## src/sv/ccorr_ram.sv

```systemverilog
// ----------------------------------------------------------------------------
// ccorr_ram
// Generic single-write, single-read RAM with a registered read port.
// ----------------------------------------------------------------------------
module ccorr_ram #(
  parameter int WIDTH = 16,
  parameter int DEPTH = 64
) (
  input  logic                                   clk,
  input  logic                                   we,
  input  logic [(DEPTH > 1 ? $clog2(DEPTH) : 1)-1:0] waddr,
  input  logic [WIDTH-1:0]                       wdata,
  input  logic [(DEPTH > 1 ? $clog2(DEPTH) : 1)-1:0] raddr,
  output logic [WIDTH-1:0]                       rdata
);

  logic [WIDTH-1:0] mem [DEPTH];

  always_ff @(posedge clk) begin
    if (we) begin
      mem[waddr] <= wdata;
    end
    rdata <= mem[raddr];
  end

endmodule
```

## config.mk

```make
export PLATFORM = sky130hd
export DESIGN_NAME = ccorr_ram
export DESIGN_NICKNAME = d
export VERILOG_FILES = /design/src/sv/ccorr_ram.sv
export SDC_FILE = /design/constraint.sdc
export NUM_CORES = 1
export LEC_CHECK = 0
export ABC_AREA = 1
export BUFFER_PORTS_ARGS = -buffer_cell sky130_fd_sc_hd__buf_2
export CORE_ASPECT_RATIO = 0.9
export CORE_MARGIN = 4
export CORE_UTILIZATION = 40
export CTS_BUF_LIST = sky130_fd_sc_hd__clkbuf_4
export DETAILED_ROUTE_END_ITERATION = 10
export PLACE_DENSITY_LB_ADDON = 0.05
export SYNTH_ARGS = -nofsm -noshare
export SYNTH_HDL_FRONTEND = slang
export SYNTH_SLANG_ARGS = --single-unit
```

## constraint.sdc

```tcl
create_clock -name clk -period 3.1 [get_ports clk]
set_input_delay 0.155 -clock clk [delete_from_list [all_inputs] [get_ports clk]]
set_output_delay 0.155 -clock clk [all_outputs]
set_load 0.05 [all_outputs]
```

==> flow_metrics.tcl <==
set metrics [dict create \
    grt_setup_unrepaired "false" \
    ir_drop_mv 0.280 \
    final_cell_mix "nand2_1, edfxtp_1, nand3_1" \
    fin_crit_sh 0.955 \
    track_usage 0.240 \
    clk_pin_slew_ns 0.06 \
    synthMuxAreaShare 0 \
    maxSlewHeadroom 0.179 \
    via_per_inst 5.34 \
    drtAntennaViolNets 0 \
    synth_seq_cells 1040 \
    grt_max_degree 107 \
    wirelength_mm 133 \
    path_class "primary input to flop" \
    cts_inserted_buffers 294 \
    ys_seq_area_frac 0.738 \
    dp_hpwl_mm 74.9 \
    holdCritPathClass "primary input to flop" \
    cts_root_buf "clkbuf_4" \
    synth_fp_nets 3547 \
    synth_top_family_by_area "simple AND/OR/NAND/NOR gates" \
    final_area_mm2 0.0482 \
    crit_required_ns 4.13 \
    fmax_mhz 338 \
    htreeDepth 5 \
    syn_area_per_cell_um2 12.0 \
    dpl_cell_area_mm2 0.0442 \
    syn_area_mm2 0.0421 \
    ys_types 16 \
    final_common_cell "nand2_1" \
    drc 0 \
    antenna_found_initial 4 \
    maxCapViolations 0 \
    multi_input_area_mm2 0.00959 \
    synth_fa_ha_area_frac 0 \
    hold_violations 0 \
    p_leak_nw 17.8 \
    tritoncts "built" \
    rows 112 \
    syn_to_final_growth_pct 14.5 \
    drive_gt1_frac 0.163 \
    ctsResizeCount 0 \
    maxSlewViolCount 0 \
    cts.path.max_buffers 4 \
    start_util 0.404 \
    core_mm2 0.104 \
    layout.area.seq_mm2 0.0311 \
    drt_iter0_markers 2795 \
    overflow 0 \
    fp.dieH_um 316 \
    holdWs_ns 0.112 \
    io_pins 46 \
    outcome "finished, final reports clean" \
    synth_simple_gate_area_frac 0.227 \
    worstMarginPinSlew_ns 1.23 \
    powerDensity_mw_per_mm2 620 \
    die_x_um 350 \
    die_area_mm2 0.111 \
    ys_warn_count 0 \
    clock_skew_ns 0.0906 \
    dr.pass1.iters 6 \
    port_buffers 45 \
    gp_congestion 0.839 \
    tns_ns 0 \
    final_nets 3862 \
    cp_max_fo 46 \
    synth_compound_area_frac 0 \
    worstSkewPairLatency_ns 1.14 \
    fin_crit_ns 2.96 \
    vias 28800 \
    grt_pass1_vias 27900 \
    finalSetupViolCount 0 \
    syn_inst 3517 \
    cts.sinks 1040 \
    yosys.area_share.xor_xnor 0 \
    start_kind "primary input" \
    power_mw 29.9 \
    arrival_ns 4.00 \
    cp-end-kind "flop" \
    n_fill_cell 9699 \
    post_drt_wl_per_cell_um 24.6 \
    grt_pass1_wl_mm 192 \
]
==> flip-flops by register name (all words and copies together), names as in the netlist <==
name   flops
mem     1024
rdata     16
==> critical path, cell delays in order <==
cell and delay (ns):
dlygate4sd3_1 0.57, buf_8 0.19, inv_8 0.39, buf_12 0.26
nand3_1 0.10, nand3_1 0.09, nand2_1 0.15, nand2_1 0.11
dlygate4sd3_1 0.57, nand3_1 0.06, dlygate4sd3_1 0.58, nand3_1 0.06
dlygate4sd3_1 0.56, nand2_1 0.05
==> report_power, final <==
group / total (mW) / switching (mW) / internal (mW)
sequential: 15.6 / 0.0597 / 15.6
clock: 12.1 / 5.55 / 6.57
combinational: 2.13 / 1.61 / 0.524
total: 29.9 / 7.22 / 22.7
==> timing repair <==
action / 4_1_cts / 5_1_grt
endpoints found under the setup margin: 0 / 0
setup buffers: 0 / 0
endpoints found under the hold margin: 1934 / 0
hold buffers: 46 / 0
==> path summary, 6_finish.rpt <==
kind / startpoint / end / slack [ns] / cells past startpoint
setup / recovery: raddr[1] / rdata[12] / 0.14 / 14
hold / removal: wdata[14] / mem[20][14] / 0.11 / 2
setup reg to reg: mem[43][12] / rdata[12] / 0.23 / 11
hold reg to reg: mem[17][15] / rdata[15] / 0.79 / 8
==> cells by family after synthesis <==
group	count (synthesis)
buffers and inverters	237
flip-flops	1040
AND/OR/NAND/NOR	2240
==> metrics by stage <==
step                      setup WS (ns)  instances   util
final                             0.138       5396  0.463
after floorplan                   0.391       3517      -
after global placement            0.372       4858  0.424
after CTS                         0.233       5388  0.463
after global routing             0.0413       5394  0.463
after detailed placement          0.355       4858  0.424
==> routing by layer <==
layer  global-route usage  wire length (um)
met2                0.370             60900
met4               0.0900              4080
met5                    0                 0
met1                0.331             58700
met3               0.0591              9180
==> Yosys cell counts <==
| cell | n | area [um^2] |
|---|---|---|
| nand2_1 | 1296 | 4860 |
| edfxtp_1 | 1024 | 30700 |
| nand3_1 | 871 | 4360 |
| buf_2 | 113 | 566 |
| nor2_1 | 56 | 210 |
| buf_6 | 49 | 552 |
| clkbuf_1 | 26 | 97.6 |
| buf_4 | 19 | 143 |
| buf_1 | 17 | 63.8 |
| dfxtp_1 | 16 | 320 |
| inv_1 | 9 | 33.8 |
| nand4_1 | 9 | 56.3 |
| nor4_1 | 8 | 50.1 |
| inv_2 | 2 | 7.51 |
| buf_8 | 1 | 15.0 |
| inv_8 | 1 | 11.3 |
==> layout make-up <==
class | count | area share
diodes | 8 | 0.000415
well taps | 1368 | 0.0355
flip-flops and latches | 1040 | 0.645
repair buffers | 244 | 0.0453
multi-input cells | 2240 | 0.199
clock inverters | 52 | 0.00610
inverters | 12 | 0.00148
clock buffers | 432 | 0.0673
(Power assumes the default switching activity.)
